**src/poc_pkg.sv**
```systemverilog
package poc_pkg;

    // Field widths of the words on the ports.
    localparam int unsigned OP_W    = 2;
    localparam int unsigned BYTE_W  = 8;
    localparam int unsigned INDEX_W = 8;
    localparam int unsigned LEN_W   = 9;
    localparam int unsigned COUNT_W = 32;

    // Default depth of the pattern and window rows.
    localparam int unsigned MAX_PATTERN_DEF = 256;

    // Number of cell compare bits that one group register folds together.
    localparam int unsigned GROUP_SIZE = 32;

    // The byte counter since the last match stops at this value.
    localparam logic [LEN_W-1:0] SINCE_MAX = {LEN_W{1'b1}};

    // The occurrence total stops at this value.
    localparam logic [COUNT_W-1:0] TOTAL_MAX = {COUNT_W{1'b1}};

    // Operation codes of an input word.
    typedef enum logic [OP_W-1:0] {
        OP_LOAD    = 2'd0,
        OP_SEARCH  = 2'd1,
        OP_RESTART = 2'd2
    } t_op;

    // Per-cycle commands broadcast along the cell row.
    typedef struct packed {
        logic shift;   // shift a stream byte into the window
        logic clear;   // clear the window
        logic load;    // write one pattern byte
        logic rotate;  // rotate the pattern row by one cell
    } t_row_ctl;

    // Control carried beside the compare results down the pipeline.
    typedef struct packed {
        logic             valid;
        t_op              op;
        logic [LEN_W-1:0] len;
    } t_stage;

endpackage

```
**src/poc_tally.sv**
```systemverilog
module poc_tally #(
    parameter int unsigned GROUPS = 8
) (
    input  logic                        i_clk,
    input  logic                        i_rst_n,
    input  poc_pkg::t_stage             i_stage,
    input  logic [GROUPS-1:0]           i_grp,
    input  logic                        i_ready,
    output logic                        o_advance,
    output logic                        o_valid,
    output logic                        o_match_found,
    output logic [poc_pkg::COUNT_W-1:0] o_occurrence_count
);
    import poc_pkg::*;

    logic               r_valid;
    logic               r_found;
    logic [COUNT_W-1:0] r_total;
    logic [LEN_W-1:0]   r_since;
    logic               n_found;
    logic [COUNT_W-1:0] n_total;
    logic [LEN_W-1:0]   n_since;
    logic [LEN_W-1:0]   since_inc;
    logic               all_eq;

    // The whole pipeline moves when the output register is free or taken.
    assign o_advance = !r_valid || i_ready;

    assign all_eq    = &i_grp;
    assign since_inc = (r_since == SINCE_MAX) ? r_since : r_since + LEN_W'(1);

    // Counting of non-overlapping occurrences and the saturating total.
    always_comb begin
        n_found = 1'b0;
        n_total = r_total;
        n_since = r_since;
        case (i_stage.op)
            OP_SEARCH: begin
                n_since = since_inc;
                if ((since_inc >= i_stage.len) && all_eq) begin
                    n_found = 1'b1;
                    n_since = '0;
                    if (r_total != TOTAL_MAX) begin
                        n_total = r_total + COUNT_W'(1);
                    end
                end
            end
            OP_RESTART: begin
                n_since = '0;
                n_total = '0;
            end
            default: begin
                n_found = 1'b0;
            end
        endcase
    end

    // Search state and output word register.
    always_ff @(posedge i_clk) begin
        if (!i_rst_n) begin
            r_valid <= 1'b0;
            r_total <= '0;
            r_since <= '0;
        end else if (o_advance) begin
            r_valid <= i_stage.valid;
            if (i_stage.valid) begin
                r_total <= n_total;
                r_since <= n_since;
            end
        end
    end

    always_ff @(posedge i_clk) begin
        if (o_advance && i_stage.valid) begin
            r_found <= n_found;
        end
    end

    assign o_valid            = r_valid;
    assign o_match_found      = r_found;
    assign o_occurrence_count = r_total;

endmodule

```
**config.mk**
```make
export PLATFORM = sky130hd
export DESIGN_NAME = poc_tally
export DESIGN_NICKNAME = d
export VERILOG_FILES = /design/src/poc_pkg.sv /design/src/poc_tally.sv
export SDC_FILE = /design/constraint.sdc
export NUM_CORES = 1
export LEC_CHECK = 0
export ABC_AREA = 1
export BUFFER_PORTS_ARGS = -buffer_cell sky130_fd_sc_hd__clkbuf_2
export CAP_MARGIN = 40
export CORE_ASPECT_RATIO = 1.75
export CORE_MARGIN = 2
export CORE_UTILIZATION = 60
export CTS_BUF_LIST = sky130_fd_sc_hd__clkbuf_8 sky130_fd_sc_hd__clkbuf_16
export DETAILED_ROUTE_END_ITERATION = 8
export PLACE_DENSITY = 0.83
export SLEW_MARGIN = 10
export SYNTH_ARGS = -nofsm -noshare
export SYNTH_HDL_FRONTEND = slang
export SYNTH_SLANG_ARGS = --single-unit
export TNS_END_PERCENT = 50
```
**constraint.sdc**
```tcl
create_clock -name i_clk -period 7.3 [get_ports i_clk]
set_input_delay 0.365 -clock i_clk [delete_from_list [all_inputs] [get_ports i_clk]]
set_output_delay 0.365 -clock i_clk [all_outputs]
set_load 0.02 [all_outputs]
```
==> results.py, run 1 <==
metrics = {
    "synthesis": {
        "synth_area_sq_um": 3320,
        "yosys_register_bits": 43,
        "yosys_warnings": 0,
        "seq_area_frac_synth_pct": 26.3,
        "synth_cell_types": 28,
        "avgSynthCellArea_sq_um": 6.03,
        "syn_nets": 586,
        "syn_inst": 550,
    },
    "cts": {
        "cts_root_buf": "clkbuf_8",
        "cts_buffer_depth": 2,
        "cts_buffers": 5,
        "cts_tree": "built",
        "post-cts-setup-buffer-count": 0,
        "htree_levels": 2,
        "cts_resized": 0,
        "clk_pin_slew_ns": 0.09,
        "postCtsHoldBufs": 0,
        "clock-sinks": 43,
        "clock_latency_ns": 0.31,
    },
    "critical_path": {
        "endpoint_kind": "register",
        "startpoint_type": "register",
        "r2r_slack_ns": 3.50,
        "cp_data_required_time_ns": 7.47,
        "worstSetupPathType": "reg -> reg",
        "cp_max_fo": 33,
        "arrival_ns": 3.97,
    },
    "route": {
        "routed_via_density": 5.34,
        "drt-pass1-iter-count": 4,
        "drt_iter0_drc": 124,
        "wl_um": 8690,
        "antenna_left": 0,
        "drc_errors": 0,
        "wl_per_cell_um": 12.9,
        "dr_total_vias": 3588,
    },
    "floorplan": {
        "die_h_um": 102,
        "die-area_sq_um": 6160,
        "initial_core_util_pct": 62.6,
        "rows": 35,
        "core_sq_um": 5300,
        "die_x_um": 60.2,
        "io_pins": 58,
    },
    "placement": {
        "routabilityCongestion": 1.03,
        "dp.final_hpwl_um": 6630,
        "dp.cells": 664,
        "port_buffers": 57,
    },
    "finish": {
        "final_net_count": 633,
        "instances_no_fill": 672,
        "drive_gt1_share_pct": 17.9,
        "diodes": 0,
        "syn2layout_area_growth_pct": 11.4,
    },
    "power": {
        "p_leak_nw": 1.49,
        "p_per_area_nw_per_um2": 120,
        "ir_drop_mv": 0.121,
    },
    "timing": {
        "final_min_period_over_clock_period_pct": 52.0,
        "slew_headroom_pct": 57.2,
        "rsz0062_at_grt": "false",
        "fin_crit_ns": 3.80,
        "hold_viol": 0,
        "setup_viol": 0,
        "fmax_mhz": 263,
        "fin_skew_ns": 0.0118,
        "tightestPinTransition_ns": 0.640,
        "final_max_slew_viol_count": 0,
        "fin_setup_tns_ns": 0,
    },
    "global_routing": {
        "grt_max_degree": 43,
        "grt_pass1_wl_um": 14800,
        "first_global_vias": 3487,
        "track_usage_pct": 30.9,
        "grt_overflow_total": 0,
        "antenna_found_initial": 0,
    },
    "min_path": {
        "hold_class": "in -> reg",
    },
    "job": {
        "max_cap_violations": 0,
    },
    "run_status": {
        "status": "completed",
    },
}
-- layout by cell type, fill, tap and decap left out, types with 2 or more instances in the layout --
| cell | instances |
|---|---|
| a21oi_2 | 15 |
| nand4_1 | 3 |
| clkbuf_8 | 6 |
| nor2_1 | 87 |
| a21oi_1 | 30 |
| dfxtp_1 | 42 |
| nor2_4 | 3 |
| nand3_1 | 66 |
| inv_2 | 3 |
| ha_1 | 13 |
| nor3b_1 | 2 |
| nand2_1 | 166 |
| xnor2_1 | 4 |
| inv_1 | 55 |
| nand2_2 | 14 |
| xor2_1 | 13 |
| clkbuf_2 | 57 |
| buf_4 | 2 |
| nor2_2 | 5 |
| o21bai_1 | 3 |
| nor3_1 | 2 |
-- synthesized netlist by cell type (all sizes together) --
| cell | number | area share (%) |
|---|---|---|
| inv | 57 | 6.5 |
| ha | 13 | 4.9 |
| nor3b | 2 | 0.45 |
| xor2 | 13 | 3.4 |
| nand4 | 3 | 0.57 |
| nand3 | 66 | 10 |
| edfxtp | 1 | 0.91 |
| a21oi | 45 | 8.5 |
| o21a | 1 | 0.23 |
| o21bai | 3 | 0.68 |
| nand2 | 181 | 22 |
| clkinv | 1 | 0.11 |
| clkbuf | 9 | 1.0 |
| o21ai | 1 | 0.15 |
| nor3 | 2 | 0.30 |
| or2 | 1 | 0.19 |
| dfxtp | 42 | 25 |
| nor2 | 95 | 12 |
| buf | 10 | 2.2 |
| xnor2 | 4 | 1.1 |
-- routing by layer --
layer / track usage (%) / share of wire, % / up-vias
met5: 0 / 0 / -
met4: 16.4 / 3.0 / 0
met3: 3.80 / 3.3 / 25
met2: 59.9 / 57 / 108
met1: 29.7 / 37 / 1631
li1: - / - / 1824
-- flip-flops by register name (all words and copies together), names as in the netlist --
signal and cells:
o_match_found 1, r_since 9, o_valid 1, o_occurrence_count 32
-- critical path, stage by stage, from the launching register on --
cell     delay [ns]
dfxtp_1        0.42
ha_1           0.21
nand2_1        0.08
nor2_1         0.21
nand2_1        0.08
nor2_1         0.23
inv_1          0.17
nand2_1        0.13
ha_1           0.14
nand2_1        0.07
nor2_1         0.19
nand2_1        0.08
nor2_1         0.09
nor2_1         0.04
nand2_1        0.06
nand2_1        0.23
nand2_2        0.58
nand2_4        0.41
nand2_1        0.18
a21oi_2        0.06
-- through the flow --
| step | utilization (%) | cell area (sq um) | setup slack (ns) | hold WS, ns | power (mW) |
|---|---|---|---|---|---|
| after detailed placement | 68.0 | 3600 | 3.54 | 0.488 | 0.291 |
| after floorplan | - | 3320 | 4.78 | 0.458 | 0.279 |
| after global placement | 68.0 | 3600 | 3.71 | 0.477 | 0.289 |
| after global routing | 69.7 | 3690 | 3.01 | 0.339 | 0.459 |
| after CTS | 69.7 | 3690 | 3.54 | 0.308 | 0.445 |
| final | 69.7 | 3690 | 3.50 | 0.304 | 0.443 |
-- layout make-up --
cell class | instances | area [sq um]
multi-input combinational | 430 | 2120
clock inverter | 2 | 8.76
timing repair buffer | 59 | 300
inverter | 58 | 218
clock buffer | 6 | 82.6
tap | 74 | 92.6
sequential | 43 | 871
fill | 487 | 1600
-- final timing paths --
| path | from | cells past startpoint | to |
|---|---|---|---|
| max reg2reg | r_since[0] | 19 | o_occurrence_count[9] |
| min reg2reg | r_since[6] | 2 | r_since[6] |
| max | r_since[0] | 19 | o_occurrence_count[9] |
| min | i_stage[11] | 3 | o_valid |
-- cell families after synthesis --
group | synth area share [%]
AO/OA/AOI/OAI | 9.54
buffers and inverters | 9.77
XOR/XNOR | 4.49
AND/OR/NAND/NOR | 45.0
adder cells (fa/ha/maj) | 4.90
flip-flops | 26.3
-- power breakdown --
part | total [mW] | leakage (nW) | switching, mW | internal, mW
combinational | 0.0461 | 1.09 | 0.0324 | 0.0137
clock | 0.157 | 0.0524 | 0.0821 | 0.0750
sequential | 0.239 | 0.349 | 0.00238 | 0.237
(Power assumes the default switching activity.)
==> run 2, diff against run 1 <==
- CORE_UTILIZATION: 60 -> 57
- PLACE_DENSITY: 0.83 -> 0.79
- clock period: 7.3 -> 3.7 ns (I/O delays scaled with it)
==> run 2 against run 1 <==
  * Critical path depth did not move
  * Global-route usage fell by 0.84 points
  * Combinational power rose by 100%
  * First-iteration DRC count fell by 1.6%
  * Setup slack got worse by 2.9 ns
  * Core utilization fell by 2.7 points
  * Sequential power rose by 97%
  * Non-clock buffer count rose by 3
  * Largest cell class unchanged
  * Largest power group unchanged
  * Highest routed layer unchanged
==> results.py, run 2 (synthesized netlist as in run 1, its figures left out) <==
metrics = {
    "finish": {
        "drive_gt1_share_pct": 18.5,
        "largest_reg_flops": 32,
        "syn2layout_area_growth_pct": 12.9,
        "final_net_count": 636,
        "final_core_util_pct": 67.1,
        "diodes": 0,
        "final_common_cell": "nand2_1",
        "layout_common_cells": "nand2_1, nor2_1, nand3_1",
    },
    "timing": {
        "fin_setup_tns_ns": 0,
        "final_max_slew_viol_count": 0,
        "final_min_period_over_clock_period_pct": 83.9,
        "tightestPinTransition_ns": 0.596,
        "slew_headroom_pct": 60.2,
        "setup_viol": 0,
        "fmax_mhz": 322,
        "rsz0062_at_grt": "false",
        "fin_skew_ns": 0.00564,
        "hold_viol": 0,
        "fin_crit_ns": 3.10,
    },
    "global_routing": {
        "antenna_found_initial": 0,
        "first_global_vias": 3416,
        "grt_max_degree": 43,
        "grt_pass1_wl_um": 14800,
        "track_usage_pct": 30.0,
        "grt_overflow_total": 0,
    },
    "floorplan": {
        "die_x_um": 61.7,
        "rows": 36,
        "die_h_um": 105,
        "initial_core_util_pct": 59.4,
        "die-area_sq_um": 6470,
        "io_pins": 58,
        "core_sq_um": 5590,
    },
    "route": {
        "wl_per_cell_um": 13.0,
        "dr_total_vias": 3475,
        "drc_errors": 0,
        "drt_iter0_drc": 122,
        "drt-pass1-iter-count": 4,
        "antenna_left": 0,
        "routed_via_density": 5.13,
        "wl_um": 8830,
    },
    "power": {
        "p_per_area_nw_per_um2": 254,
        "p_leak_nw": 1.51,
        "ir_drop_mv": 0.252,
    },
    "critical_path": {
        "critPathBufInv": 1,
        "cp_max_fo": 32,
        "crit_path_top_delay_cell": "dfxtp_1",
        "crit_family": "simple AND/OR/NAND/NOR gates",
        "cp_data_required_time_ns": 3.88,
        "startpoint_type": "register",
        "arrival_ns": 3.28,
        "worstSetupPathType": "reg -> reg",
        "slowest_delay_ns": 0.41,
        "endpoint_kind": "register",
        "cpMostUsedCell": "nand2_1",
        "crit_chain": "ha_1 > nand2_1 > nor2_1 > nand2_1 > nor2_1 > inv_1 > nand2_1 > ha_1 > nand2_1 > nor2_1 > nand2_1 > nor2_1 > nor2_1 > nand2_1 > nand2_1 > nand2_2 > nand2_4 > nand2_1 > a21oi_1",
    },
    "cts": {
        "cts_buffer_depth": 2,
        "clock-sinks": 43,
        "clock_latency_ns": 0.31,
        "cts_root_buf": "clkbuf_8",
        "htree_levels": 2,
        "postCtsHoldBufs": 0,
        "post-cts-setup-buffer-count": 0,
        "cts_tree": "built",
        "cts_buffers": 5,
        "cts_resized": 0,
        "clk_pin_slew_ns": 0.08,
    },
    "placement": {
        "routabilityCongestion": 0.923,
        "dp.final_hpwl_um": 6810,
        "port_buffers": 57,
    },
    "job": {
        "max_cap_violations": 0,
    },
    "run_status": {
        "status": "completed",
    },
    "min_path": {
        "hold_class": "in -> reg",
    },
}
[run 2: routing by layer]
layer / track usage (%) / share of wire, % / routed length [um] / vias to the layer above
met5: 0 / 0 / 0 / -
met4: 19.0 / 6.1 / 537 / 0
met3: 5.20 / 3.4 / 302 / 35
met2: 52.8 / 53 / 4670 / 90
met1: 30.2 / 38 / 3320 / 1520
li1: - / - / - / 1830
[run 2: per-stage QoR]
stage / setup WS [ns] / std cells / hold WS (ns) / instance area (sq um) / power, mW
after global routing: 0.214 / 677 / 0.127 / 3750 / 0.988
after global placement: 0.825 / 669 / 0.427 / 3630 / 0.573
after floorplan: 1.18 / 550 / 0.340 / 3320 / 0.550
after detailed placement: 0.681 / 669 / 0.435 / 3630 / 0.576
after CTS: 0.660 / 677 / 0.103 / 3750 / 0.960
final: 0.596 / 677 / 0.111 / 3750 / 0.950
[run 2: power by group]
part	switching (mW)	total, mW	internal, mW	leakage [nW]
combinational	0.0647	0.0929	0.0282	1.10
sequential	0.00438	0.472	0.468	0.349
clock	0.166	0.385	0.218	0.0612
[run 2: final timing paths]
check | startpoint | end | slack, ns | depth (start not counted)
setup / recovery | r_since[0] | o_occurrence_count[13] | 0.60 | 19
hold / removal | i_stage[11] | o_valid | 0.11 | 3
setup reg to reg | r_since[0] | o_occurrence_count[13] | 0.60 | 19
hold reg to reg | r_since[8] | r_since[8] | 0.49 | 2
[run 2: layout make-up]
cell class / count / area, sq um
clock inverter: 2 / 35.0
timing repair buffer: 62 / 323
clock buffer: 6 / 82.6
inverter: 58 / 218
multi-input combinational: 430 / 2120
tap: 76 / 95.1
fill: 571 / 1840
sequential: 43 / 871
[run 2: worst min-delay path, stage by stage]
cell	delay [ns]
clkbuf_2	0.08
inv_1	0.06
a21oi_1	0.06
==> run 3, diff against run 2 <==
- CORE_UTILIZATION: 57 -> 51
- PLACE_DENSITY: 0.79 -> 0.75
- clock period: 3.7 -> 2.6 ns (I/O delays scaled with it)
==> run 3 against run 2 <==
  * The run now ends with setup timing left
  * Non-clock buffer count grew 30
  * Core utilization grew 1.0 points
  * Register-to-register slack lost 0.64 ns
  * Sequential share of layout area shrank 2.5 points
  * Final area grew 13%
  * Highest routed layer unchanged
  * Final cell count grew 5.0%
  * Via count grew 7.9%
  * Routed wire length grew 15%
==> results.py, run 3 (synthesized netlist as in run 1, its figures left out) <==
metrics = {
    "timing": {
        "tightestPinTransition_ns": 0.679,
        "fin_skew_ns": 0.00771,
        "slew_headroom_pct": 54.7,
        "fmax_mhz": 379,
        "setup_viol": 11,
        "final_min_period_over_clock_period_pct": 102,
        "hold_viol": 0,
        "rsz0062_at_grt": "true",
        "fin_crit_ns": 2.64,
        "setup_slack_ns": -0.0416,
        "fin_setup_tns_ns": -0.272,
        "final_max_slew_viol_count": 0,
        "whs_ns": 0.0615,
    },
    "power": {
        "ir_drop_mv": 0.308,
        "p_int_mw": 0.924,
        "netSwitchingFraction_pct": 27.9,
        "seq_power_share_pct": 52.2,
        "switching_power_mw": 0.357,
        "clkPwrFrac_pct": 32.4,
        "pwr-share-comb_pct": 15.3,
        "p_leak_nw": 1.73,
        "p_per_area_nw_per_um2": 302,
    },
    "critical_path": {
        "cp_max_fo": 4,
        "cp_data_required_time_ns": 2.84,
        "endpoint_kind": "register",
        "worstSetupPathType": "reg -> reg",
        "r2r-end": "o_occurrence_count[27]",
        "crit_end": "o_occurrence_count[27]",
        "reg2regPathDepth": 21,
        "r2r-start": "r_since[1]",
        "r2r_slack_ns": -0.04,
        "startpoint_type": "register",
        "slowest_delay_ns": 0.38,
        "crit_chain": "ha_4 > nand2_4 > nor2_4 > nand2_2 > nor2_4 > nand2_1 > o21ai_1 > inv_1 > ha_4 > nand2_4 > nor2_4 > nand2_2 > nand3_2 > nand2_1 > nand2_1 > nand2_2 > nand2_4 > buf_6 > clkbuf_16 > nand3_1 > a21oi_2",
        "arrival_ns": 2.88,
        "crit_path_top_delay_cell": "dfxtp_4",
        "crit_start": "r_since[1]",
    },
    "cts": {
        "cts_buffers": 5,
        "htree_levels": 2,
        "clock-sinks": 43,
        "postCtsHoldBufs": 0,
        "cts_tree": "built",
        "clock_latency_ns": 0.31,
        "clk_pin_slew_ns": 0.08,
        "cts_root_buf": "clkbuf_8",
        "cts_buffer_depth": 2,
    },
    "floorplan": {
        "rows": 38,
        "die-area_sq_um": 7190,
        "core_sq_um": 6230,
        "initial_core_util_pct": 53.3,
        "io_pins": 58,
        "die_h_um": 111,
        "die_x_um": 65.0,
    },
    "run_status": {
        "status": "finished, violations left",
        "violations": "setup timing",
    },
    "global_routing": {
        "grt_pass1_wl_um": 15600,
        "grt_overflow_total": 0,
        "grt_max_degree": 34,
        "track_usage_pct": 27.6,
        "antenna_found_initial": 0,
        "first_global_vias": 3540,
    },
    "route": {
        "wl_um": 10100,
        "antenna_left": 0,
        "wl_met2_um": 5570,
        "wl_per_cell_um": 14.2,
        "routed_via_density": 5.27,
        "drt_iter0_drc": 155,
        "route.layer.met1.wl_um": 3540,
        "dr_total_vias": 3748,
        "drt-pass1-iter-count": 4,
        "top_layer": "met4",
        "met3_length_um": 360,
        "drc_errors": 0,
    },
    "finish": {
        "final_net_count": 666,
        "diodes": 0,
        "syn2layout_area_growth_pct": 27.9,
        "n_fill_cell": 594,
        "fin_area_sq_um": 4240,
        "final_common_cell": "nand2_1",
        "instances_no_fill": 711,
        "drive_gt1_share_pct": 27.7,
        "largest_reg_flops": 32,
        "layout_common_cells": "nand2_1, nor2_1, nand3_1",
    },
    "placement": {
        "dp.cells": 695,
        "port_buffers": 57,
        "routabilityCongestion": 0.945,
        "dp.final_hpwl_um": 7380,
        "place_area_sq_um": 3840,
    },
    "job": {
        "max_cap_violations": 0,
    },
    "min_path": {
        "hold_class": "in -> reg",
    },
}
run 3: changes by cell type in the layout (fill, tap and decap cells not counted), sizes merged:
cell,previous run,this run
bufinv,1,0
inv,57,59
buf,5,34
run 3: worst min path at each step:
| stage | start | endpoint | slack (ns) | cells past startpoint |
|---|---|---|---|---|
| finish | i_stage[11] | o_valid | 0.06 | 3 |
| global route | i_stage[11] | o_valid | 0.09 | 3 |
| global placement | i_stage[11] | o_valid | 0.37 | 3 |
| CTS | i_stage[11] | o_valid | 0.06 | 3 |
| floorplan | i_stage[11] | o_valid | 0.28 | 2 |
| detailed placement | i_stage[11] | o_valid | 0.39 | 3 |
run 3: power by group through the flow:
stage	Sequential (mW)	Combinational (mW)	Clock [mW]
after floorplan	0.691	0.0918	0
after CTS	0.670	0.172	0.419
after detailed placement	0.685	0.156	0
after global routing	0.670	0.213	0.448
after global placement	0.685	0.146	0
final	0.669	0.197	0.415
run 3: what timing repair did:
item / CTS / global route
setup endpoints to repair: 34 / 41
cloned: 1 / 1
buffers inserted: 3 / 5
endpoints found under the hold margin: 0 / 0
resized for setup: 17 / 40
pin swaps: 11 / 27
run 3: cell type report:
| cell class | instances | area (sq um) | share of cell area [%] |
|---|---|---|---|
| inverter | 58 | 218 | 5.13 |
| timing repair buffer | 92 | 646 | 15.2 |
| tap | 80 | 100 | 2.36 |
| sequential | 43 | 882 | 20.8 |
| clock buffer | 5 | 68.8 | 1.62 |
| clock inverter | 3 | 12.5 | 0.295 |
| multi-input combinational | 430 | 2320 | 54.6 |
run 3: routing by layer:
layer | vias to the layer above | global-route usage [%]
li1 | 1889 | -
met1 | 1717 | 26.1
met2 | 101 | 51.9
met3 | 41 | 4.16
met4 | 0 | 18.9
met5 | - | 0
run 3: metrics by stage:
| stage | worst slack, ns | power (mW) | util, % |
|---|---|---|---|
| 6_report | -0.0416 | 1.28 | 68.1 |
| 5_1_grt | -0.179 | 1.33 | 68.1 |
| 4_1_cts | 0.00240 | 1.26 | 64.6 |
| 3_5_place_dp | -0.170 | 0.841 | 61.7 |
| 3_3_place_gp | -0.102 | 0.831 | 61.3 |
| 2_1_floorplan | 0.0787 | 0.782 | - |
run 3: critical path, delay by kind of cell (launching register included):
| family | cells | cell delay (ns) |
|---|---|---|
| flip-flops | 1 | 0.38 |
| AO/OA/AOI/OAI | 2 | 0.22 |
| buffers and inverters | 3 | 0.36 |
| AND/OR/NAND/NOR | 14 | 1.15 |
| adder cells (fa/ha/maj) | 2 | 0.43 |
